### config.mk
export PLATFORM = sky130hd
export DESIGN_NAME = nvs_ram
export DESIGN_NICKNAME = d
export VERILOG_FILES = /design/src/design/nvs_ram.sv
export SDC_FILE = /design/constraint.sdc
export NUM_CORES = 2
export LEC_CHECK = 0
export BUFFER_PORTS_ARGS = -buffer_cell sky130_fd_sc_hd__buf_2
export CAP_MARGIN = 15
export CORE_ASPECT_RATIO = 0.9
export CORE_UTILIZATION = 35
export CTS_CLUSTER_SIZE = 30
export DETAILED_ROUTE_END_ITERATION = 7
export GPL_TIMING_DRIVEN = 0
export PLACE_DENSITY = 0.61
export SYNTH_ARGS = -nofsm -noshare
export SYNTH_HDL_FRONTEND = slang
export SYNTH_SLANG_ARGS = --single-unit
### constraint.sdc
create_clock -name clock -period 9.4 [get_ports clock]
set_clock_uncertainty 0.2 [all_clocks]
set_input_delay 1.88 -clock clock [delete_from_list [all_inputs] [get_ports clock]]
set_output_delay 1.88 -clock clock [all_outputs]
set_load 0.02 [all_outputs]
### src/design/nvs_ram.sv
// generic single write, dual registered read ram
module nvs_ram #(
   parameter int WIDTH = 32,
   parameter int DEPTH = 64,
   localparam int AW   = $clog2(DEPTH)
) (
   input  logic             clock,
   input  logic             wr_en,
   input  logic [AW-1:0]    wr_addr,
   input  logic [WIDTH-1:0] wr_data,
   input  logic [AW-1:0]    rd_addr_a,
   output logic [WIDTH-1:0] rd_data_a,
   input  logic [AW-1:0]    rd_addr_b,
   output logic [WIDTH-1:0] rd_data_b
);

   logic [WIDTH-1:0] mem_ff [DEPTH];
   logic [WIDTH-1:0] rd_data_a_ff;
   logic [WIDTH-1:0] rd_data_b_ff;

   // write port
   always_ff @(posedge clock) begin
      if (wr_en) begin
         mem_ff[wr_addr] <= wr_data;
      end
   end

   // registered read ports
   always_ff @(posedge clock) begin
      rd_data_a_ff <= mem_ff[rd_addr_a];
      rd_data_b_ff <= mem_ff[rd_addr_b];
   end

   assign rd_data_a = rd_data_a_ff;
   assign rd_data_b = rd_data_b_ff;

endmodule

Word level (Yosys, flattened, before mapping). Memory sizes are Yosys's and may differ from the RTL's. A register that Yosys moved wholly into a read port is not among the register bits. Index checks and enable logic that the tools add are counted.

Input bits: 52. Bits in writable memories: 2048. Memories kept: 1. Register bits after elaboration: 0. Word-level logic and storage cells: 3. Output and inout port bits: 64.

Memory list: mem_ff (words 64, width 32, read ports 2, clocked after Yosys merged registers in 2, write ports 1, RTL line 17) `logic [WIDTH-1:0] mem_ff [DEPTH];`.

Mux-type cells: 2.

Operators with widths (count): 2-to-1 mux 1 bit (2).

Logic depth before layout (Yosys ltp).
Depth in word-level cells: 2. Mapped depth: 10. Depth with buffers taken out: 5.

Worst setup path before layout. No wires, ideal clock.

Path kind: input to register. From: input port wr_addr[3]. To: memory mem_ff[48][0], enable pin. Path buffers: 1. Arrival: 4.610 ns. Data required time: 8.739 ns. Setup slack: 4.129 ns. Stages: 4. Library setup time: 0.461 ns. Path through: clkbuf_1 > nor2b_1 > nand4b_1 > nor3_1.

RTL lines: start: declaration (RTL line 9) `input logic [AW-1:0] wr_addr,`; end: declaration (RTL line 17).

Straight into the memory's write port.

==> results.ini <==
[run_status]
outcome=finished with violations
violations=capacitance limit, slew limit

[sta]
hold_viol_final=0
rsz0062_at_grt=false
setup_viol=0
timing.final.ws_setup_ps=3420
slew-limit-headroom_pct=-0.663
tns_ps=0
worst_pin_slew_ps=1510
fin_crit_sh_pct=63.6
final_max_slew_viol_count=2
min_period_ps=5980
max_freq_mhz=167

[yosys]
syn_inst=4412
ys_ff_latch=2112
synth.yosys.warnings=0
ys_top_cells_by_count=edfxtp_1, mux4_2, mux2i_1, clkbuf_1, buf_2
synth_cell_type_count=38
synth_most_common_cell=edfxtp_1
netlist_area_um2=95700
ys_top_cells_by_area=edfxtp_1, mux4_2, mux2i_1, dfxtp_1, a22oi_1
yosysSeqAreaShare_pct=65.6
synth_top_area_share_pct=64.3
ys.flop_type=edfxtp_1
async_flop_share_pct=0
synth_area_leader_cell=edfxtp_1
synth_edf_count=2048
syn_area_per_cell_um2=21.7
syn_nets=4464

[place]
hpwl_mm=288
globalplace.congestion=0.998
pre_cts_slack_ps=2930
dp.cells=8250
io_buffers=103

[detailed_routing]
drtIter0Drc=12100
first_pass_iters=7
totalWireLength_mm=415
drc_errors=0
wire_per_inst_um=47.6
drtAntennaViolNets=0
vias=59500
routed_via_density=6.84

[grt]
grt_pass1_vias=56600
grt_pass1_wl_mm=538
grt_max_degree=65
grt_usage_pct=29.7
antenna_found_initial=51
globalRoute.totalOverflow=0

[final_layout]
utilization_pct=41.4
fin_nets=4987
synthToLayoutAreaGrowth_pct=17.2
drive_above_1_share_pct=40.6
layout.cells.non_filler=8708

[pwr]
power.switching_mw=5.55
pwr-share-clk_pct=41.3
p_sw_share_pct=25.5
p_int_mw=16.2
p_seq_share_pct=48.0
p_leak_nw=35.2
p_per_area_nw_per_um2=194
vdd_drop_max_mv=0.165
pwr-share-comb_pct=10.7

[floorplanning]
dieWidth_um=553
coreArea_um2=271000
die_h_um=498
die-area_um2=275000
initial_core_util_pct=35.3
num_io_pins=116
placementRows=181

[critical_path]
critPathBufInv=5
slowest_delay_ps=1060
worstPathArrival_ps=6540
endpoint_kind=flop
startpoint_type=input port
crit_fanout=12
cp.required_ps=9970
cp_slowest_cell=mux2i_1
cp_common_cell=buf_2
cp_cell_sequence=buf_2 -> buf_2 -> buf_4 -> buf_2 -> buf_2 -> mux2i_1 -> mux2i_1 -> nor2_1 -> o22ai_1
crit_family=buffers and inverters
critical_path_class=in -> reg

[hold_path]
hold_class=reg -> reg

[clock_network]
cts-htree-levels=4
tritoncts=done
post_cts.repair.setup_buffers=0
clk_latency_ps=940
cts_made_buffers=231
cts.sinks=2112
clock_path_buffers=4
cts_hold_buf=0
cts.clk_slew.worst_paths_ps=60
cts_root_buffer=clkbuf_16
cts_resized=0

[job]
cap_violations=1

[worst register-to-register path, stage by stage (launching register included)]
cell and delay, ps:
edfxtp_1 390, mux4_2 470, mux4_2 510, o22ai_1 980, a21oi_1 410
[power by group through the flow]
stage	sequential, mW	clock [mW]	combinational, mW
floorplan	10.7	0	0.998
global placement	10.7	0	2.11
detailed placement	10.7	0	2.20
CTS	10.5	8.99	2.20
global route	10.5	9.31	2.31
finish	10.5	9.00	2.33
[sequential cells by signal (all words and copies together) (netlist names)]
| register | flops |
|---|---|
| rd_data_a | 32 |
| mem_ff | 2048 |
| rd_data_b | 32 |
[stage by stage]
stage	cell area, µm²	hold slack, ps	total power [mW]
2_1_floorplan	95700	580	11.7
4_1_cts	112000	867	21.7
5_1_grt	112000	892	22.1
3_3_place_gp	101000	871	12.8
6_report	112000	873	21.8
3_5_place_dp	105000	873	12.9
[layer usage]
layer	global-route usage, %	routed length [µm]	vias to the layer above
met1	36.8	139000	31800
met3	14.3	71700	1219
li1	-	-	20600
met2	41.8	174000	5845
met5	0.746	719	-
met4	17.5	29500	36
[cell type report]
type,instances,area [µm²]
diodes,30,75.1
plain buffers,347,1790
clock buffers,285,6060
clock inverters,123,1140
fillers,23300,159000
inverters,1,3.75
multi-input cells,1952,31700
flip-flops and latches,2112,62800
well taps,3568,4460
repair buffers,290,4150
[kinds of logic after synthesis]
kind of cell           after synthesis  share of synthesized area (%)
DFF                               2112                           65.6
muxes                             1364                           29.0
buffers and inverters              348                           1.83
AOI/OAI and AO/OA                  340                           2.39
and+or+nand+nor                    248                           1.13
[placed cells by master, fill, tap and decap left out, drive strengths merged, types with 12 or more instances in the layout]
cell type / count
o21ai: 49
a211oi: 15
o211ai: 27
clkbuf: 420
mux2i: 204
a221oi: 13
o22ai: 56
edfxtp: 2048
clkinv: 86
o221ai: 16
bufinv: 19
dfxtp: 64
clkinvlp: 12
nor2: 94
diode: 30
buf: 502
nor2b: 19
a22oi: 85
mux4: 1124
nand2: 93
mux2: 36
a21oi: 58
[worst paths after layout]
check	cells after the start	from	endpoint	slack [ps]
max	9	rd_addr_a[2]	rd_data_a[22]	3420
min	3	mem_ff[58][13]	rd_data_a[13]	870
max reg2reg	4	mem_ff[20][8]	rd_data_b[8]	6130
min reg2reg	3	mem_ff[58][13]	rd_data_a[13]	870
Power figures use the tool's default switching activity.
