**src/design/nvs_pkg.sv**
```systemverilog
// shared types and constants for the nearest value search block
package nvs_pkg;

   // field widths
   localparam int IDX_W    = 6;
   localparam int DATA_W   = 32;
   localparam int IDX_SPAN = 2 ** IDX_W;

   // stream payload widths, padded to whole bytes
   localparam int REQ_TDATA_W = 72;
   localparam int RSP_TDATA_W = 40;

   // register port widths
   localparam int CSR_ADDR_W = 3;
   localparam int CSR_DATA_W = 32;

   // register reset values
   localparam logic [IDX_W-1:0] RANGE_LOW_RESET  = 6'd0;
   localparam logic [IDX_W-1:0] RANGE_HIGH_RESET = 6'd63;

   // request kinds carried on tuser
   typedef enum logic {
      REQ_WRITE = 1'b0,
      REQ_QUERY = 1'b1
   } nvs_req_kind_type;

   // register indexes
   typedef enum logic {
      CSR_RANGE_LOW  = 1'b0,
      CSR_RANGE_HIGH = 1'b1
   } nvs_csr_index_type;

   // search token handed from stage to stage
   typedef struct packed {
      logic                     valid;
      logic                     done;
      logic                     bad;
      logic signed [DATA_W-1:0] target;
      logic        [IDX_W-1:0]  i;
      logic        [IDX_W-1:0]  j;
      logic        [IDX_W-1:0]  mid;
      logic        [IDX_W-1:0]  k;
      logic signed [DATA_W-1:0] value;
   } nvs_token_type;

endpackage

```
**src/design/nvs_cell.sv**
```systemverilog
// one binary search step: narrows the window or settles on a neighbor pair
module nvs_cell (
   input  logic                              clock,
   input  logic                              reset,
   input  logic        [nvs_pkg::IDX_W-1:0]  range_lo,
   input  logic        [nvs_pkg::IDX_W-1:0]  range_hi,
   input  logic signed [nvs_pkg::DATA_W-1:0] mid_value,
   input  logic signed [nvs_pkg::DATA_W-1:0] below_value,
   input  logic signed [nvs_pkg::DATA_W-1:0] above_value,
   input  nvs_pkg::nvs_token_type            tok_in,
   output nvs_pkg::nvs_token_type            tok_out
);
   import nvs_pkg::*;

   nvs_token_type            tok_ff;
   logic signed [DATA_W-1:0] t;
   logic                     go_up;
   logic                     near_pair;
   logic        [IDX_W-1:0]  a_idx;
   logic        [IDX_W-1:0]  b_idx;
   logic signed [DATA_W-1:0] a_val;
   logic signed [DATA_W-1:0] b_val;
   logic signed [DATA_W:0]   a_diff;
   logic signed [DATA_W:0]   b_diff;
   logic        [DATA_W:0]   a_dist;
   logic        [DATA_W:0]   b_dist;
   logic                     take_b;

   // token register, handed on every cycle
   always_ff @(posedge clock) begin
      if (reset) begin
         tok_ff.valid <= 1'b0;
      end else begin
         tok_ff <= tok_in;
      end
   end

   assign t     = tok_ff.target;
   assign go_up = !(t < mid_value);

   // neighbor pair around the probe
   always_comb begin
      if (go_up) begin
         a_idx = tok_ff.mid;
         a_val = mid_value;
         b_idx = tok_ff.mid + 1'b1;
         b_val = above_value;
      end else begin
         a_idx = tok_ff.mid - 1'b1;
         a_val = below_value;
         b_idx = tok_ff.mid;
         b_val = mid_value;
      end
   end

   assign near_pair = go_up ? ((tok_ff.mid < range_hi) && (t < above_value))
                            : ((tok_ff.mid > range_lo) && (t > below_value));

   // 33-bit distances, ties to the lower value then the lower index
   assign a_diff = $signed({t[DATA_W-1], t}) - $signed({a_val[DATA_W-1], a_val});
   assign b_diff = $signed({t[DATA_W-1], t}) - $signed({b_val[DATA_W-1], b_val});
   assign a_dist = a_diff[DATA_W] ? $unsigned(-a_diff) : $unsigned(a_diff);
   assign b_dist = b_diff[DATA_W] ? $unsigned(-b_diff) : $unsigned(b_diff);

   always_comb begin
      if (a_dist < b_dist) begin
         take_b = 1'b0;
      end else if (b_dist < a_dist) begin
         take_b = 1'b1;
      end else if (a_val < b_val) begin
         take_b = 1'b0;
      end else if (b_val < a_val) begin
         take_b = 1'b1;
      end else begin
         take_b = 1'b0;
      end
   end

   // search step
   always_comb begin
      tok_out = tok_ff;
      if (tok_ff.valid && !tok_ff.done) begin
         if (mid_value == t) begin
            tok_out.done  = 1'b1;
            tok_out.k     = tok_ff.mid;
            tok_out.value = mid_value;
         end else if (near_pair) begin
            tok_out.done  = 1'b1;
            tok_out.k     = take_b ? b_idx : a_idx;
            tok_out.value = take_b ? b_val : a_val;
         end else begin
            if (go_up) begin
               tok_out.i = tok_ff.mid + 1'b1;
            end else begin
               tok_out.j = tok_ff.mid;
            end
            // window closed: the last probe is the answer
            if (tok_out.i >= tok_out.j) begin
               tok_out.done  = 1'b1;
               tok_out.k     = tok_ff.mid;
               tok_out.value = mid_value;
            end
         end
         tok_out.mid = IDX_W'(({1'b0, tok_out.i} + {1'b0, tok_out.j}) >> 1);
      end
   end

endmodule

```
**config.mk**
```make
export PLATFORM = sky130hd
export DESIGN_NAME = nvs_cell
export DESIGN_NICKNAME = d
export VERILOG_FILES = /design/src/design/nvs_pkg.sv /design/src/design/nvs_cell.sv
export SDC_FILE = /design/constraint.sdc
export NUM_CORES = 1
export LEC_CHECK = 0
export ABC_CLOCK_PERIOD_IN_PS = 17850
export BUFFER_PORTS_ARGS = -buffer_cell sky130_fd_sc_hd__buf_2
export CAP_MARGIN = 20
export CORE_MARGIN = 2
export CORE_UTILIZATION = 59
export DETAILED_ROUTE_END_ITERATION = 10
export PLACE_DENSITY_LB_ADDON = 0.12
export SYNTH_ARGS = -nofsm -noshare
export SYNTH_HDL_FRONTEND = slang
export SYNTH_SLANG_ARGS = --single-unit
```
**constraint.sdc**
```tcl
create_clock -name clock -period 17.85 [get_ports clock]
set_input_delay 3.57 -clock clock [delete_from_list [all_inputs] [get_ports clock]]
set_output_delay 3.57 -clock clock [all_outputs]
set_load 0.05 [all_outputs]
```
## Word level (Yosys, flattened, before mapping)

Cells that the tools add are included.

| word-level totals | value |
|---|---|
| flip-flop bits (word level) | 91 |
| input port bits | 201 |
| output and inout port bits | 91 |
| logic and storage cells | 63 |

| cells by class | value |
|---|---|
| add/subtract/negate cells | 7 |
| order comparisons | 10 |
| equality and inequality tests | 1 |
| muxes and demuxes | 32 |
| reduce and logical (&&, ||, !) cells | 4 |

Operators by type and width:

| cell | number |
|---|---|
| < comparator 32 bit | 4 |
| two-way mux 38 bit | 3 |
| two-way mux 32 bit | 3 |
| < comparator 33 bit | 2 |
| two-way mux 33 bit | 2 |
| two-way mux 6 bit | 11 |
| negator 33 bit | 2 |
| subtractor 32 x 32 -> 33 bit | 2 |
| two-way mux 56 bit | 1 |
| two-way mux 12 bit | 3 |
| == test 32 bit | 1 |
| greater-than comparator 32 bit | 1 |
| two-way mux 1 bit | 9 |
| adder 6 x 6 -> 7 bit | 1 |
| adder 6 x 1 -> 6 bit (second input constant) | 1 |
| >= comparator 6 bit | 1 |
| greater-than comparator 6 bit | 1 |
| < comparator 6 bit | 1 |
| subtractor 6 x 1 -> 6 bit (second input constant) | 1 |
| logical AND 1 bit | 3 |
| logical NOT 1 bit | 1 |

## Depth between registers and ports, before layout

Gate-level depths: netlist of run 1.

| depth | value |
|---|---|
| word-level depth | 12 |
| gate-level depth with buffers | 49 |
| gate-level depth less buffers | 42 |

## Worst setup path before layout of run 1

No wires, ideal clock.

| timing | value |
|---|---|
| path kind | input port to output port |
| from | input port mid_value[6] (netlist bit) |
| to | output port tok_out[34] (netlist bit) |
| arrival | 14.141 ns |
| path slack | 0.139 ns |
| stages on the path | 43 |
| buffers on the path | 6 |
| cells stage by stage | clkbuf_1 inv_1 ha_1 nand2_1 o21ai_0 a221o_1 o31a_1 nor3_4 buf_6 clkbuf_1 buf_1 mux2i_1 ha_1 clkbuf_1 a21oi_1 o21ai_0 a211o_1 a21o_1 (+7 left out) a21boi_4 buf_2 nor2_1 xor2_1 ha_1 a21o_1 a21o_1 a21oi_1 o211ai_1 a21oi_1 nor3_1 a2111oi_0 nor2_1 a211oi_1 o21ai_0 a31oi_1 a22oi_1 o311ai_0 |

RTL lines:

| item | RTL line | RTL |
|---|---|---|
| from (decl) | nvs_cell.sv:7 | `input logic signed [nvs_pkg::DATA_W-1:0] mid_value,` |
| to (decl) | nvs_cell.sv:11 | `output nvs_pkg::nvs_token_type tok_out` |

==> out/metrics.yaml, run 1 <==
yosys:
  syn-num-nets: 2503
  synth_area_leaders: "ha_1 17%, edfxtp_1 16%, a21oi_1 5.2%"
  yosysSeqAreaShare_pct: 16.5
  synth-edff-count: 90
  yosys.area.top_type_share_pct: 17.2
  syn_inst: 2075
  avgSynthCellArea_um2: 7.94
  yosys.cell_types.count: 107
  async_reset_ff_share_pct: 0
  synth_top_cell_by_area: "ha_1"
  ys_seq_elements: 91
  netlist_area_um2: 16500
  synth_top_flop_cell: "edfxtp_1"
  ys_warn_count: 0
route:
  drtAntennaViolNets: 0
  routed_via_density: 6.56
  vias: 17472
  drcViolationCount: 0
  wl_per_cell_um: 23.1
  dr.pass1.iters: 8
  drt-initial-drc-count: 2155
  wirelength_mm: 61.6
finish:
  layout_common_cells: "291 x buf_2, 226 x ha_1, 170 x a21oi_1"
  finalNetCount: 2705
  area_delta_synth_final_pct: 11.1
  final_common_cell: "buf_2"
  drive_above_1_share_pct: 17.8
clock_network:
  cts_setup_buffers: 0
  cts_tree: "yes"
  clockBufferDepth: 2
  cts_buffers: 9
  cts_sinks: 91
  htreeDepth: 3
  hold_buffers: 0
  path_clk_slew_ns: 0.07
  cts_root_buffer: "clkbuf_16"
placed_design:
  portBuffers: 291
  gp_congestion: 1.09
  dp_hpwl_mm: 50.7
timing:
  finalMaxSlewViolations: 0
  setup_tns_ns: 0
  max_clock_freq_mhz: 57.9
  finalCritPeriodShare_pct: 96.7
  fin_crit_ns: 17.26
  worst_pin_slew_ns: 1.06
  rsz0062_at_grt: "no"
  relSlewSlack_pct: 29.3
  finalSetupViolCount: 0
  finalHoldViolations: 0
  hold-worst-slack_ns: 3.38
job:
  maxCapViolCount: 0
power_and_ir_drop:
  p_switching_uw: 1180
  p_leak_uw: 0.00869
  power_uw: 2180
  p_seq_share_pct: 13.1
  clkPwrFrac_pct: 9.3
  pwr-share-comb_pct: 77.6
  cellPowerDensity_nw_per_um2: 119
  internal-power_uw: 1000
  p_sw_share_pct: 54.0
  ir_drop_mv: 0.119
die:
  rows: 61
  die_w_um: 171
  die_h_um: 171
  io_pins: 292
  coreArea_um2: 27600
  die-area_um2: 29300
  initial_utilization_pct: 59.6
setup_path:
  cp.required_ns: 14.28
  worst-path-stages: 41
  path_delay_family: "compound AO/OA/AOI/OAI gates"
  critical_path.max_stage_delay_ns: 0.57
  cp_max_fo: 50
  cp.arrival_ns: 13.69
  end_kind: "output pin"
  cpMaxStageDelayCell: "mux2i_1"
  critPathBufInv: 5
  critPathLaunchType: "input pin"
  crit_type: "in2out"
grt:
  grt_max_degree: 91
  grt_usage_pct: 41.1
  overflow: 0
  grt_pass1_wl_mm: 92.3
  grt_pass1_vias: 16427
  antenna_found_initial: 5
outcome:
  status: "completed"
min_path:
  hold_path_end: "tok_ff[35]"
  worstHoldPathType: "in2reg"
  hold_path_depth: 1
  worstHoldStart: "tok_in[35]"
## stage by stage
stage | utilization [%] | instances | area, µm² | setup slack (ns)
floorplan | - | 2075 | 16500 | 0.139
global placement | 64.9 | 2643 | 17900 | 0.809
detailed placement | 64.9 | 2643 | 17900 | 0.673
CTS | 66.0 | 2659 | 18200 | 0.572
global route | 66.2 | 2662 | 18300 | 0.0452
finish | 66.2 | 2663 | 18300 | 0.586
## worst max path at each step
| stage | startpoint | endpoint | slack (ns) |
|---|---|---|---|
| after global routing | mid_value[5] | tok_out[6] | 0.05 |
| after detailed placement | mid_value[5] | tok_out[34] | 0.67 |
| after floorplan | mid_value[6] | tok_out[34] | 0.14 |
| after CTS | mid_value[5] | tok_out[34] | 0.57 |
| final | mid_value[5] | tok_out[6] | 0.59 |
| after global placement | mid_value[5] | tok_out[34] | 0.81 |
## final cells by class
cell class,instances,area (µm²)
Multi-Input combinational cell,1696,12500
Fill cell,2454,9340
Sequential cell,91,2720
Timing Repair Buffer,314,1650
Inverter,165,621
Tap cell,378,473
Clock buffer,11,233
Clock inverter,5,80.1
Antenna cell,3,7.51
## per-layer routing
metal	GRT usage [%]	up-vias	share of wire (%)
met2	64.7	1082	44
met1	56.5	8125	42
met4	14.9	4	3.6
met3	6.89	178	10
li1	-	8083	-
met5	0	-	0.044
## power by group through the flow
stage	clock [µW]	sequential [µW]	combinational (µW)
5_1_grt	211	286	1840
4_1_cts	204	284	1650
6_report	203	286	1690
2_1_floorplan	0	271	1240
3_5_place_dp	0	288	1640
3_3_place_gp	0	287	1610
## cells in the mapped netlist, drive strengths merged (19+ instances only)
| master | number |
|---|---|
| o31ai | 21 |
| nand2 | 146 |
| edfxtp | 90 |
| xor2 | 50 |
| a22oi | 32 |
| inv | 163 |
| mux2i | 69 |
| nor4 | 21 |
| nand2b | 25 |
| nor2 | 154 |
| and2 | 19 |
| xnor2 | 85 |
| buf | 69 |
| nor2b | 29 |
| nor3 | 28 |
| ha | 226 |
| nand3 | 38 |
| a21o | 85 |
| nand4 | 62 |
| a21oi | 173 |
| clkbuf | 54 |
| o21ai | 126 |
## logic make-up after synthesis
group	after synthesis	synth area share (%)
flip-flops	91	16.5
AND/OR/NAND/NOR	602	19.1
buffers and inverters	288	7.64
AO/OA/AOI/OAI	630	25.9
XOR/XNOR	135	7.23
multiplexers	86	5.36
adder cells (fa/ha/maj)	243	18.3
## sequential cells by signal, summed over array words and instances, names as in the netlist
| register | flops |
|---|---|
| tok_out | 2 |
| tok_ff | 57 |
| t | 32 |
## timing repair
item | CTS | global route
hold endpoints to repair | 0 | 0
gates resized for setup | 0 | 3
setup endpoints to repair | 0 | 9
(Power assumes the default switching activity.)
==> run 2, diff against run 1 <==
ABC_CLOCK_PERIOD_IN_PS = 18510   (was 17850)
clock period = 18.51 ns   (was 17.85 ns; I/O delays follow)
==> out/metrics.yaml, run 2 (synthesis gave the netlist of run 1 again) <==
setup_path:
  cp.arrival_ns: 14.08
  cp_max_fo: 58
  crit_type: "in2out"
  critPathLaunchType: "input pin"
  end_kind: "output pin"
  cp.required_ns: 14.81
  critical_path.max_stage_delay_ns: 0.54
  cpMostUsedCell: "a21o_1"
  cpMaxStageDelayCell: "a311oi_1"
clock_network:
  cts_sinks: 91
  cts_buffers: 9
  clockBufferDepth: 2
  htreeDepth: 3
  path_clk_slew_ns: 0.07
  hold_buffers: 0
  cts_tree: "yes"
  cts_root_buffer: "clkbuf_16"
grt:
  antenna_found_initial: 7
  grt_pass1_wl_mm: 92.3
  grt_max_degree: 91
  grt_pass1_vias: 16630
  overflow: 0
  grt_usage_pct: 41.0
route:
  drtAntennaViolNets: 0
  vias: 17490
  drt-initial-drc-count: 1915
  wl_per_cell_um: 23.1
  dr.pass1.iters: 5
  wirelength_mm: 61.4
  drcViolationCount: 0
  routed_via_density: 6.57
job:
  maxCapViolCount: 0
power_and_ir_drop:
  cellPowerDensity_nw_per_um2: 114
  p_leak_uw: 0.00868
  ir_drop_mv: 0.0958
timing:
  finalSetupViolCount: 0
  max_clock_freq_mhz: 56.2
  fin_ws_ns: 0.724
  worst_pin_slew_ns: 1.09
  hold-worst-slack_ns: 3.52
  fin_crit_ns: 17.79
  relSlewSlack_pct: 27.1
  finalCritPeriodShare_pct: 96.1
  finalMaxSlewViolations: 0
  finalHoldViolations: 0
  rsz0062_at_grt: "no"
  setup_tns_ns: 0
placed_design:
  place_area_um2: 17900
  dp_hpwl_mm: 50.6
  portBuffers: 291
  post-place-ws_ns: 0.833
  gp_congestion: 1.07
finish:
  regMostFlops: "tok_ff"
  final_common_cell: "buf_2"
  final_area_um2: 18300
  fill_cells: 2475
  largest_register_ffs: 57
  finalNetCount: 2701
  area_delta_synth_final_pct: 10.9
  drive_above_1_share_pct: 17.6
  utilization_pct: 66.1
  layout_common_cells: "291 x buf_2, 226 x ha_1, 170 x a21oi_1"
die:
  die-area_um2: 29300
  rows: 61
  die_h_um: 171
  coreArea_um2: 27600
  initial_utilization_pct: 59.6
  io_pins: 292
  die_w_um: 171
min_path:
  worstHoldStart: "tok_in[62]"
  hold_path_depth: 1
  hold_path_end: "t[6]"
  worstHoldPathType: "in2reg"
outcome:
  status: "completed"
run 2: cell types whose count changed in the layout (fill, tap and decap cells not counted), sizes merged:
cell,change
inv,+3
clkinv,+2
clkbuf,-2
diode,+3
buf,-4
clkinvlp,-2
bufinv,-1
run 2: metal layers:
layer / global-route usage (%) / part of all wire [%] / vias to the layer above
li1: - / - / 8066
met1: 55.5 / 41 / 8156
met2: 64.0 / 44 / 1087
met3: 8.47 / 11 / 179
met4: 16.0 / 4.1 / 2
met5: 0 / 0.021 / -
run 2: through the flow:
step	instances	power [µW]
final	2662	2080
after global routing	2660	2230
after floorplan	2075	1460
after global placement	2639	1820
after detailed placement	2639	1850
after CTS	2655	2050
run 2: area by class of cell:
| class | instances | area [µm²] | area share [%] |
|---|---|---|---|
| Antenna cell | 6 | 15.0 | 0.0822 |
| Clock inverter | 7 | 75.1 | 0.411 |
| Inverter | 165 | 621 | 3.40 |
| Multi-Input combinational cell | 1696 | 12500 | 68.4 |
| Sequential cell | 91 | 2720 | 14.9 |
| Tap cell | 378 | 473 | 2.59 |
| Clock buffer | 9 | 225 | 1.23 |
| Timing Repair Buffer | 310 | 1630 | 8.94 |
run 2: power by group:
part,internal [µW],switching [µW]
combinational,596,1020
sequential,245,30.1
clock,106,83.3
total,947,1140
run 2: worst max-delay path, delay by kind of cell:
family	cells	cell delay, ns
buf+inv	5	1.22
fa+ha+maj	3	0.99
compound gates	26	6.50
xor+xnor	1	0.17
mux	1	0.41
simple gates	7	1.03
run 2: timing repair:
item | in CTS | in global routing
setup endpoints to repair | 0 | 1
setup buffers | 0 | 0
resized for setup | 0 | 1
endpoints found under the hold margin | 0 | 0
run 2: worst max path at each step:
stage	start	end	slack (ns)	cells past startpoint
floorplan	mid_value[6]	tok_out[34]	0.53	43
global placement	mid_value[5]	tok_out[15]	1.08	42
detailed placement	mid_value[5]	tok_out[33]	0.83	43
CTS	mid_value[5]	tok_out[33]	0.76	43
global route	mid_value[5]	tok_out[33]	0.26	43
finish	mid_value[5]	tok_out[33]	0.72	43
