<file path="config.mk">
export PLATFORM = sky130hd
export DESIGN_NAME = nvs_head
export DESIGN_NICKNAME = d
export VERILOG_FILES = /design/src/design/nvs_pkg.sv /design/src/design/nvs_head.sv
export SDC_FILE = /design/constraint.sdc
export NUM_CORES = 1
export LEC_CHECK = 0
export BUFFER_PORTS_ARGS = -buffer_cell sky130_fd_sc_hd__buf_2
export CAP_MARGIN = 20
export CORE_UTILIZATION = 45
export CTS_CLUSTER_SIZE = 25
export DETAILED_ROUTE_END_ITERATION = 10
export HOLD_SLACK_MARGIN = 0.12
export PLACE_DENSITY = 0.83
export SLEW_MARGIN = 20
export SYNTH_ARGS = -nofsm -noshare
export SYNTH_HDL_FRONTEND = slang
export SYNTH_SLANG_ARGS = --single-unit
</file>
<file path="constraint.sdc">
create_clock -name clock -period 3.9 [get_ports clock]
set_input_delay 0.39 -clock clock [delete_from_list [all_inputs] [get_ports clock]]
set_output_delay 0.39 -clock clock [all_outputs]
set_load 0.05 [all_outputs]
</file>
<file path="src/design/nvs_pkg.sv">
// shared types and constants for the nearest value search block
package nvs_pkg;

   // field widths
   localparam int IDX_W    = 6;
   localparam int DATA_W   = 32;
   localparam int IDX_SPAN = 2 ** IDX_W;

   // stream payload widths, padded to whole bytes
   localparam int REQ_TDATA_W = 72;
   localparam int RSP_TDATA_W = 40;

   // register port widths
   localparam int CSR_ADDR_W = 3;
   localparam int CSR_DATA_W = 32;

   // register reset values
   localparam logic [IDX_W-1:0] RANGE_LOW_RESET  = 6'd0;
   localparam logic [IDX_W-1:0] RANGE_HIGH_RESET = 6'd63;

   // request kinds carried on tuser
   typedef enum logic {
      REQ_WRITE = 1'b0,
      REQ_QUERY = 1'b1
   } nvs_req_kind_type;

   // register indexes
   typedef enum logic {
      CSR_RANGE_LOW  = 1'b0,
      CSR_RANGE_HIGH = 1'b1
   } nvs_csr_index_type;

   // search token handed from stage to stage
   typedef struct packed {
      logic                     valid;
      logic                     done;
      logic                     bad;
      logic signed [DATA_W-1:0] target;
      logic        [IDX_W-1:0]  i;
      logic        [IDX_W-1:0]  j;
      logic        [IDX_W-1:0]  mid;
      logic        [IDX_W-1:0]  k;
      logic signed [DATA_W-1:0] value;
   } nvs_token_type;

endpackage

</file>
<file path="src/design/nvs_head.sv">
// query entry stage: range checks against the range low and high entries
module nvs_head (
   input  logic                              clock,
   input  logic                              reset,
   input  logic                              query_accept,
   input  logic signed [nvs_pkg::DATA_W-1:0] query_target,
   input  logic        [nvs_pkg::IDX_W-1:0]  range_lo,
   input  logic        [nvs_pkg::IDX_W-1:0]  range_hi,
   input  logic                              range_bad,
   input  logic signed [nvs_pkg::DATA_W-1:0] lo_value,
   input  logic signed [nvs_pkg::DATA_W-1:0] hi_value,
   output nvs_pkg::nvs_token_type            tok_out
);
   import nvs_pkg::*;

   logic                     q_valid_ff;
   logic                     q_valid_in;
   logic signed [DATA_W-1:0] q_target_ff;
   logic signed [DATA_W-1:0] t;

   assign q_valid_in = query_accept;
   assign t          = q_target_ff;

   // query holding register
   always_ff @(posedge clock) begin
      if (reset) begin
         q_valid_ff <= 1'b0;
      end else begin
         q_valid_ff <= q_valid_in;
      end
   end

   always_ff @(posedge clock) begin
      if (query_accept) begin
         q_target_ff <= query_target;
      end
   end

   // bad range and end checks, else open the search over the whole range
   always_comb begin
      tok_out.valid  = q_valid_ff;
      tok_out.bad    = range_bad;
      tok_out.target = q_target_ff;
      tok_out.i      = range_lo;
      tok_out.j      = range_hi;
      tok_out.mid    = IDX_W'(({1'b0, range_lo} + {1'b0, range_hi}) >> 1);
      tok_out.done   = 1'b1;
      tok_out.k      = '0;
      tok_out.value  = '0;
      if (range_bad) begin
         tok_out.k     = '0;
         tok_out.value = '0;
      end else if (t <= lo_value) begin
         tok_out.k     = range_lo;
         tok_out.value = lo_value;
      end else if (t >= hi_value) begin
         tok_out.k     = range_hi;
         tok_out.value = hi_value;
      end else begin
         tok_out.done = 1'b0;
      end
   end

endmodule

</file>
# Word level (Yosys, flattened, before mapping)
# Cells that the tools add are included.
# word_totals
ff_bits	33
inputBits	112
output_inout_bits	91
wordCells	11
# op_classes
add_sub_neg	1
order_cmp	2
n_mux	6
# op_table
cell	n
2-to-1 mux 38 bit	3
>= comparator 32 bit	1
less-or-equal comparator 32 bit	1
adder 6 x 6 -> 7 bit	1
2-to-1 mux 1 bit	3

# Longest topological paths before layout
# Gate-level depths: netlist of the first run.
# depth
ltp_word	4
mapped_depth	11
depth_no_buf	9

# Least setup slack after synthesis of the first run
# Ideal clock, no wire load.
# synth_timing
kind	register -> output
from	register q_target_ff[14]
to	output tok_out[27] (netlist name)
t_arrival_ps	3051
required_ps	3510
slack_ps	459
stages_incl_launch_ff	11
path_buffers	2
path_cell_list	edfxtp_1 ha_1 a21oi_1 nand2_1 a221o_1 o31a_1 or3_1 a21oi_2 buf_4 buf_6 a32o_1
# synth_rtl
element	line	source
start: declaration	nvs_head.sv:18	logic signed [DATA_W-1:0] q_target_ff;
start signal: assignment	nvs_head.sv:35	q_target_ff <= query_target;
end: declaration	nvs_head.sv:12	output nvs_pkg::nvs_token_type tok_out

==> results of run 1 <==
[logic make-up (layout without fill, tap and decap cells)]
kind of cell             count (synthesis)  after routing
AO/OA/AOI/OAI                           96             96
buffers and inverters                   97            287
XOR/XNOR                                 5              5
flip-flops                              33             33
AND/OR/NAND/NOR                         50             50
adder cells (fa/ha/maj)                 70             70
[layer usage]
layer	part of all wire, %	routed length [µm]
met1	40	3830
met4	1.3	129
met3	7.0	669
met5	0	0
met2	52	4960
[cells in the mapped netlist (4+ instances only)]
master,instances
a21o_1,8
a21oi_1,24
a32o_1,38
buf_2,4
buf_4,15
buf_6,4
edfxtp_1,32
ha_1,69
inv_1,71
nand2_1,15
nand3_1,4
nand4_1,13
nor2_1,4
o21ai_0,7
xnor2_1,4
[layout make-up]
cell class / count / share of cell area [%]
clock inverters: 1 / 0.168
clock buffers: 7 / 1.93
well taps: 99 / 2.77
multi-input cells: 221 / 43.6
flip-flops and latches: 33 / 21.9
inverters: 71 / 5.96
repair buffers: 208 / 23.6
[metrics by stage]
| stage | hold WS, ns | cells | power [W] |
|---|---|---|---|
| 5_1_grt | 0.244 | 640 | 0.00169 |
| 3_3_place_gp | 0.545 | 632 | 0.00131 |
| 4_1_cts | 0.243 | 640 | 0.00161 |
| 3_5_place_dp | 0.548 | 632 | 0.00133 |
| 6_report | 0.257 | 640 | 0.00160 |
| 2_1_floorplan | 0.462 | 351 | 0.00110 |
[worst paths after layout]
check                                to  slack, ns  depth (start not counted)
setup / recovery             tok_out[5]       0.34                         10
hold / removal    q_valid_ff$_SDFF_PP0_       0.26                          2
[critical path, cell delays in order, from the launching register on]
cell and delay (ns):
edfxtp_1 0.43, ha_1 0.33, a21oi_1 0.16, nand2_1 0.07, a221o_1 0.34, o31a_1 0.28
or3_1 0.36, a21oi_4 0.14, buf_4 0.28, a32o_1 0.22, buf_2 0.26
[flip-flops by register name, indices dropped and copies added, names as in the netlist]
| name | cells |
|---|---|
| q_target_ff | 32 |
| q_valid_ff | 1 |
[report_power, final]
group | switching, W | internal [W] | total, W
combinational | 0.000622 | 0.000259 | 0.000880
sequential | 0.0000232 | 0.000421 | 0.000444
clock | 0.000131 | 0.000144 | 0.000274
==> flow_metrics.env, run 1 <==
export IMPL_synth_compound_area_share_pct=22.1
export IMPL_async_flop_share_pct=0
export IMPL_dieArea_um2=7860
export IMPL_relSlewSlack_pct=49.2
export IMPL_syn_cell_area_um2=3380
export IMPL_setup_viol=0
export IMPL_ys_warnings_count=0
export IMPL_place_hpwl_mm=7.96
export IMPL_yosysTopAreaCellShare_pct=28.4
export IMPL_routed_wl_mm=9.58
export IMPL_cap_violations=0
export IMPL_worstPathArrival_ns=3.17
export IMPL_firstDrtPassIters=6
export IMPL_via_count=3413
export IMPL_yosysSeqAreaShare_pct=29.0
export IMPL_core_um2=7250
export IMPL_io_buffers=202
export IMPL_final_cell_mix="buf_2 (202), inv_1 (71), ha_1 (69)"
export IMPL_power_density_nw_per_um2=358
export IMPL_final_common_cell="buf_2"
export IMPL_start_util_pct=46.6
export IMPL_gpl_final_weighted_congestion=0.831
export IMPL_row_count=31
export IMPL_status="complete, no violations"
export IMPL_design_area_um2=4470
export IMPL_syn_nets=533
export IMPL_synth_top_family_by_area="adder cells"
export IMPL_p_leak_nw=2.47
export IMPL_die_x_um=88.6
export IMPL_ctsResizeCount=0
export IMPL_endpoint_kind="primary output"
export IMPL_ir_drop_mv=0.235
export IMPL_worstHoldStart="reset"
export IMPL_synth_seq_cells=33
export IMPL_grtUsageMet3_pct=3.45
export IMPL_worstPathRequired_ns=3.51
export IMPL_synth_cells=351
export IMPL_synth_xor_area_share_pct=1.30
export IMPL_drtIter0Drc=138
export IMPL_cts_hold_fix_buffers=0
export IMPL_utilization_pct=61.6
export IMPL_worst_pin_slew_ns=0.762
export IMPL_finalCritPeriodShare_pct=91.4
export IMPL_cp_start_kind="flop"
export IMPL_synthSimpleGateAreaFrac_pct=7.89
export IMPL_synth_top_area_cell="edfxtp_1"
export IMPL_grt_max_degree=34
export IMPL_grt_overflow_total=0
export IMPL_grt_pass1_wl_mm=14.2
export IMPL_clk_path_buf_depth=2
export IMPL_cts_made_buffers=5
export IMPL_global_route_usage_met1_pct=26.9
export IMPL_cp_startpoint="q_target_ff[14]$_DFFE_PP_"
export IMPL_avgRoutedWirePerCell_um=15.0
export IMPL_maxSlewViolCount=0
export IMPL_synth_edf_count=32
export IMPL_yosys_most_used_dff="edfxtp_1"
export IMPL_tns_ns=0
export IMPL_diodes=0
export IMPL_max_freq_ghz=0.281
export IMPL_grt_use_met2_pct=45.5
export IMPL_area_growth_syn_to_layout_pct=32.3
export IMPL_synth_cell_type_count=41
export IMPL_antenna_found_initial=0
export IMPL_cts_root_buf="clkbuf_8"
export IMPL_synth_adder_area_share_pct=26.1
export IMPL_htree_num_levels=2
export IMPL_synth_area_top_cells="edfxtp_1 (28%), ha_1 (26%), a32o_1 (11%), inv_1 (7.9%), a21oi_1 (3.6%)"
export IMPL_dpl_cell_area_um2=4380
export IMPL_rsz0062_at_grt="false"
export IMPL_syn_avg_cell_area_um2=9.62
export IMPL_path_clk_slew_ns=0.07
export IMPL_drive_gt1_share_pct=40.1
export IMPL_period_needed_ns=3.56
export IMPL_io_pins=203
export IMPL_layout_setup_ws_ns=0.335
export IMPL_multi_input_area_um2=1950
export IMPL_drc=0
export IMPL_clock_sinks=33
export IMPL_dp_slack_ns=0.559
export IMPL_fin_nets=722
export IMPL_critPathMaxFanout=22
export IMPL_hold_class="input pin to flop"
export IMPL_fill_cells=633
export IMPL_seq_area_um2=981
export IMPL_chipHeight_um=88.6
export IMPL_grt_pass1_vias=3219
export IMPL_hold_violations=0
export IMPL_busiest_layer="met2"
export IMPL_synth_area_mux_share_pct=0
export IMPL_postCtsSetupRepairBufs=0
export IMPL_routed_via_density=5.33
export IMPL_cts_tree="built"
export IMPL_ant_nets=0
export IMPL_crit_type="flop to primary output"
export IMPL_grtUsageTotal_pct=23.6
(Power assumes the default switching activity.)
==> run 2: changes to the inputs <==
--- a/config.mk
+++ b/config.mk
@@ -11,7 +11,7 @@
 export CTS_CLUSTER_SIZE = 25
 export DETAILED_ROUTE_END_ITERATION = 10
 export HOLD_SLACK_MARGIN = 0.12
-export PLACE_DENSITY = 0.83
+export PLACE_DENSITY = 0.94
 export SLEW_MARGIN = 20
 export SYNTH_ARGS = -nofsm -noshare
 export SYNTH_HDL_FRONTEND = slang
==> constraint.sdc (replaced) <==
create_clock -name clock -period 4.3 [get_ports clock]
set_input_delay 0.43 -clock clock [delete_from_list [all_inputs] [get_ports clock]]
set_output_delay 0.43 -clock clock [all_outputs]
set_load 0.05 [all_outputs]
==> run 2 against run 1 <==
Compared with the run above:
- sequential power fell by 9.0%
- combinational power is 8.6% lower
- routed wire length rose by 4.3%
- flip-flop and latch count unchanged
- critical path depth is the same
- via count up 2.4%
- non-clock buffer count shrank 1
- global-route usage grew 0.84 points
- sequential share of layout area down 0.086 points
- hold slack better by 0.043 ns
- first-iteration DRC count down 30%
- largest power group unchanged
==> flow_metrics.env, run 2 (synthesis results as in run 1) <==
export IMPL_max_freq_ghz=0.253
export IMPL_drc=0
export IMPL_ant_nets=0
export IMPL_relSlewSlack_pct=45.8
export IMPL_whs_path_depth=2
export IMPL_largest_register_ffs=32
export IMPL_dpl_cell_area_um2=4380
export IMPL_clock_sinks=33
export IMPL_clk_path_buf_depth=2
export IMPL_seq_area_um2=981
export IMPL_status="complete, no violations"
export IMPL_htree_num_levels=2
export IMPL_hold_violations=0
export IMPL_drive_gt1_share_pct=39.8
export IMPL_top_register="q_target_ff"
export IMPL_cts_tree="built"
export IMPL_rsz0062_at_grt="false"
export IMPL_antenna_found_initial=0
export IMPL_ir_drop_mv=0.202
export IMPL_drtIter0Drc=97
export IMPL_start_util_pct=46.6
export IMPL_routed_wl_mm=10.0
export IMPL_diodes=0
export IMPL_final_common_cell="buf_2"
export IMPL_fill_cells=625
export IMPL_endpoint_kind="primary output"
export IMPL_grt_pass1_vias=3296
export IMPL_row_count=31
export IMPL_ctsResizeCount=0
export IMPL_tns_ns=0
export IMPL_cp_start_kind="flop"
export IMPL_place_hpwl_mm=8.37
export IMPL_die_x_um=88.6
export IMPL_cts_made_buffers=5
export IMPL_worstPathRequired_ns=3.87
export IMPL_finalCritPeriodShare_pct=92.1
export IMPL_avgRoutedWirePerCell_um=15.6
export IMPL_chipHeight_um=88.6
export IMPL_grt_overflow_total=0
export IMPL_final_cell_mix="buf_2 (202), inv_1 (71), ha_1 (69)"
export IMPL_firstDrtPassIters=4
export IMPL_worstPathArrival_ns=3.53
export IMPL_routed_via_density=5.47
export IMPL_dieArea_um2=7860
export IMPL_grtUsageTotal_pct=24.5
export IMPL_cap_violations=0
export IMPL_critPathMaxFanout=22
export IMPL_area_growth_syn_to_layout_pct=32.9
export IMPL_power_density_nw_per_um2=333
export IMPL_p_leak_nw=2.48
export IMPL_via_count=3494
export IMPL_core_um2=7250
export IMPL_cts_root_buf="clkbuf_8"
export IMPL_gpl_final_weighted_congestion=0.900
export IMPL_postCtsSetupRepairBufs=0
export IMPL_multi_input_area_um2=1950
export IMPL_maxSlewViolCount=0
export IMPL_grt_pass1_wl_mm=14.9
export IMPL_fin_nets=721
export IMPL_worst_pin_slew_ns=0.814
export IMPL_largest_registers="q_target_ff: 32 flops, q_valid_ff: 1 flops"
export IMPL_design_area_um2=4490
export IMPL_path_clk_slew_ns=0.07
export IMPL_hold_class="input pin to flop"
export IMPL_io_buffers=202
export IMPL_grt_max_degree=34
export IMPL_io_pins=203
export IMPL_cts_hold_fix_buffers=0
export IMPL_crit_type="flop to primary output"
export IMPL_setup_viol=0
export IMPL_period_needed_ns=3.96
[run 2: worst paths after layout]
kind / start / end / slack [ns]
setup / recovery: q_target_ff[14]$_DFFE_PP_ / tok_out[4] / 0.34
hold / removal: reset / q_valid_ff$_SDFF_PP0_ / 0.30
[run 2: layout make-up]
type	instances	area share [%]
sequential	33	21.9
inverter	71	5.94
multi-input combinational	221	43.4
timing repair buffer	207	23.6
tap	99	2.76
clock inverter	2	0.753
clock buffer	6	1.62
[run 2: worst max-delay path: stages, from the launching register on]
cell      delay, ns
edfxtp_1       0.44
ha_1           0.33
nand4_1        0.20
nor2_1         0.08
a221o_1        0.34
o31a_1         0.29
or3_1          0.37
a21oi_4        0.49
buf_12         0.24
a32o_1         0.19
buf_2          0.27
[run 2: power breakdown]
group / total, W / switching, W / internal (W)
sequential: 0.000404 / 0.0000215 / 0.000382
clock: 0.000289 / 0.000118 / 0.000171
combinational: 0.000804 / 0.000567 / 0.000237
[run 2: stage by stage]
step	util (%)	total power (W)	worst slack [ns]	instances	hold WS [ns]
final	61.9	0.00150	0.342	639	0.300
after global placement	60.4	0.00119	0.574	631	0.594
after CTS	61.9	0.00151	0.334	639	0.287
after floorplan	-	0.000995	0.819	351	0.502
after global routing	61.9	0.00157	0.197	639	0.291
after detailed placement	60.4	0.00121	0.521	631	0.590
[run 2: layer usage]
layer  routed length (µm)  track usage, %  vias to the layer above
met5                    0               0                        -
met1                 4020            27.0                     1645
met4                  217            8.36                        0
met3                  530            2.52                       20
met2                 5230            48.2                      159
li1                     -               -                     1670
==> run 3: changes to the inputs <==
--- a/config.mk
+++ b/config.mk
@@ -12,6 +12,7 @@
 export DETAILED_ROUTE_END_ITERATION = 10
 export HOLD_SLACK_MARGIN = 0.12
 export PLACE_DENSITY = 0.94
+export RECOVER_POWER = 50
 export SLEW_MARGIN = 20
 export SYNTH_ARGS = -nofsm -noshare
 export SYNTH_HDL_FRONTEND = slang
==> run 3 against run 2 <==
Compared with the run above:
- the flow now finishes with violations (capacitance limit, slew limit)
- utilization down 0.24 points
- final area decreased by 0.39%
- largest cell class unchanged
- critical path type unchanged
- critical path depth unchanged
- sequential power barely moved
- sequential share of layout area rose by 0.086 points
- global-route usage unchanged
- clock power about the same
- setup slack worse by 0.0080 ns
- routed wire length fell by 0.24%
==> flow_metrics.env, run 3 (synthesis results as in run 1) <==
export IMPL_via_count=3492
export IMPL_routed_wl_mm=9.97
export IMPL_hold_violations=0
export IMPL_worst_pin_slew_ns=1.95
export IMPL_worstHoldStart="reset"
export IMPL_crit_type="flop to primary output"
export IMPL_endpoint_kind="primary output"
export IMPL_maxSlewViolCount=34
export IMPL_clk_path_buf_depth=2
export IMPL_dieArea_um2=7860
export IMPL_grt_overflow_total=0
export IMPL_cts_hold_fix_buffers=0
export IMPL_cp_start_kind="flop"
export IMPL_dp_cells=631
export IMPL_cap_violations=1
export IMPL_max_freq_ghz=0.252
export IMPL_p_leak_nw=2.44
export IMPL_drc=0
export IMPL_largest_registers="q_target_ff: 32 flops, q_valid_ff: 1 flops"
export IMPL_worstPathArrival_ns=3.54
export IMPL_routed_via_density=5.46
export IMPL_fin_cells=639
export IMPL_drtIter0Drc=96
export IMPL_die_x_um=88.6
export IMPL_place_hpwl_mm=8.37
export IMPL_dp_slack_ns=0.521
export IMPL_worstPathRequired_ns=3.87
export IMPL_min_to="q_valid_ff$_SDFF_PP0_"
export IMPL_ctsResizeCount=0
export IMPL_ir_drop_mv=0.202
export IMPL_status="finished with violations"
export IMPL_clock_sinks=33
export IMPL_period_needed_ns=3.97
export IMPL_grt_pass1_wl_mm=14.9
export IMPL_core_um2=7250
export IMPL_setup_viol=0
export IMPL_grt_pass1_vias=3296
export IMPL_cts_made_buffers=5
export IMPL_critPathMaxFanout=22
export IMPL_rsz0062_at_grt="false"
export IMPL_area_growth_syn_to_layout_pct=32.3
export IMPL_finalCritPeriodShare_pct=92.2
export IMPL_hold_class="input pin to flop"
export IMPL_fin_nets=721
export IMPL_final_cell_mix="buf_2 (188), inv_1 (71), ha_1 (69)"
export IMPL_tns_ns=0
export IMPL_design_area_um2=4470
export IMPL_layout_setup_ws_ns=0.334
export IMPL_row_count=31
export IMPL_cts_tree="built"
export IMPL_ant_nets=0
export IMPL_relSlewSlack_pct=-29.8
export IMPL_diodes=0
export IMPL_firstDrtPassIters=4
export IMPL_io_buffers=202
export IMPL_htree_num_levels=2
export IMPL_violations="capacitance limit, slew limit"
export IMPL_final_common_cell="buf_2"
export IMPL_drive_gt1_share_pct=37.2
export IMPL_grt_max_degree=34
export IMPL_start_util_pct=46.6
export IMPL_finalHoldWorstSlack_ns=0.300
export IMPL_dpl_cell_area_um2=4380
export IMPL_path_clk_slew_ns=0.07
export IMPL_antenna_found_initial=0
export IMPL_grtUsageTotal_pct=24.5
export IMPL_chipHeight_um=88.6
export IMPL_power_density_nw_per_um2=334
export IMPL_largest_register_ffs=32
export IMPL_gpl_final_weighted_congestion=0.900
export IMPL_cts_root_buf="clkbuf_8"
export IMPL_postCtsSetupRepairBufs=0
export IMPL_io_pins=203
export IMPL_avgRoutedWirePerCell_um=15.6
export IMPL_whs_path_depth=2
export IMPL_top_register="q_target_ff"
==> run 3: where the power goes <==
| part | internal (W) | total (W) | switching (W) |
|---|---|---|---|
| Clock | 0.000171 | 0.000289 | 0.000117 |
| Combinational | 0.000235 | 0.000802 | 0.000567 |
| Sequential | 0.000383 | 0.000404 | 0.0000216 |
| Total | 0.000789 | 0.00149 | 0.000706 |
==> run 3: cell type report <==
| class | instances | area (µm²) |
|---|---|---|
| flip-flops and latches | 33 | 981 |
| clock inverters | 2 | 33.8 |
| repair buffers | 207 | 1040 |
| clock buffers | 6 | 72.6 |
| inverters | 71 | 267 |
| multi-input cells | 221 | 1950 |
| well taps | 99 | 124 |
| fillers | 634 | 2780 |
==> run 3: worst max path at each step <==
| stage | startpoint | end | cells after the start |
|---|---|---|---|
| 2_1_floorplan | q_target_ff[14]$_DFFE_PP_ | tok_out[27] | 10 |
| 3_3_place_gp | lo_value[14] | tok_out[35] | 12 |
| 3_5_place_dp | lo_value[14] | tok_out[4] | 12 |
| 4_1_cts | q_target_ff[14]$_DFFE_PP_ | tok_out[4] | 10 |
| 5_1_grt | q_target_ff[14]$_DFFE_PP_ | tok_out[4] | 10 |
| 6_report | q_target_ff[14]$_DFFE_PP_ | tok_out[4] | 10 |
==> run 3: stage by stage <==
stage / utilization [%] / total power, W
2_1_floorplan: - / 0.000995
3_3_place_gp: 60.4 / 0.00119
3_5_place_dp: 60.4 / 0.00121
4_1_cts: 61.9 / 0.00151
5_1_grt: 61.6 / 0.00157
6_report: 61.6 / 0.00149
==> run 3: routing by layer <==
metal	GRT usage [%]	vias up	part of all wire [%]
met5	0	-	0
met4	8.36	0	2.2
met3	2.52	20	5.4
met2	48.2	152	52
met1	27.0	1647	40
li1	-	1673	-
==> run 3: worst max-delay path: stages (launching register included) <==
cell      delay [ns]
edfxtp_1        0.44
ha_1            0.33
nand4_1         0.20
nor2_1          0.08
a221o_1         0.34
o31a_1          0.29
or3_1           0.37
a21oi_4         0.50
buf_12          0.24
a32o_1          0.19
buf_2           0.27
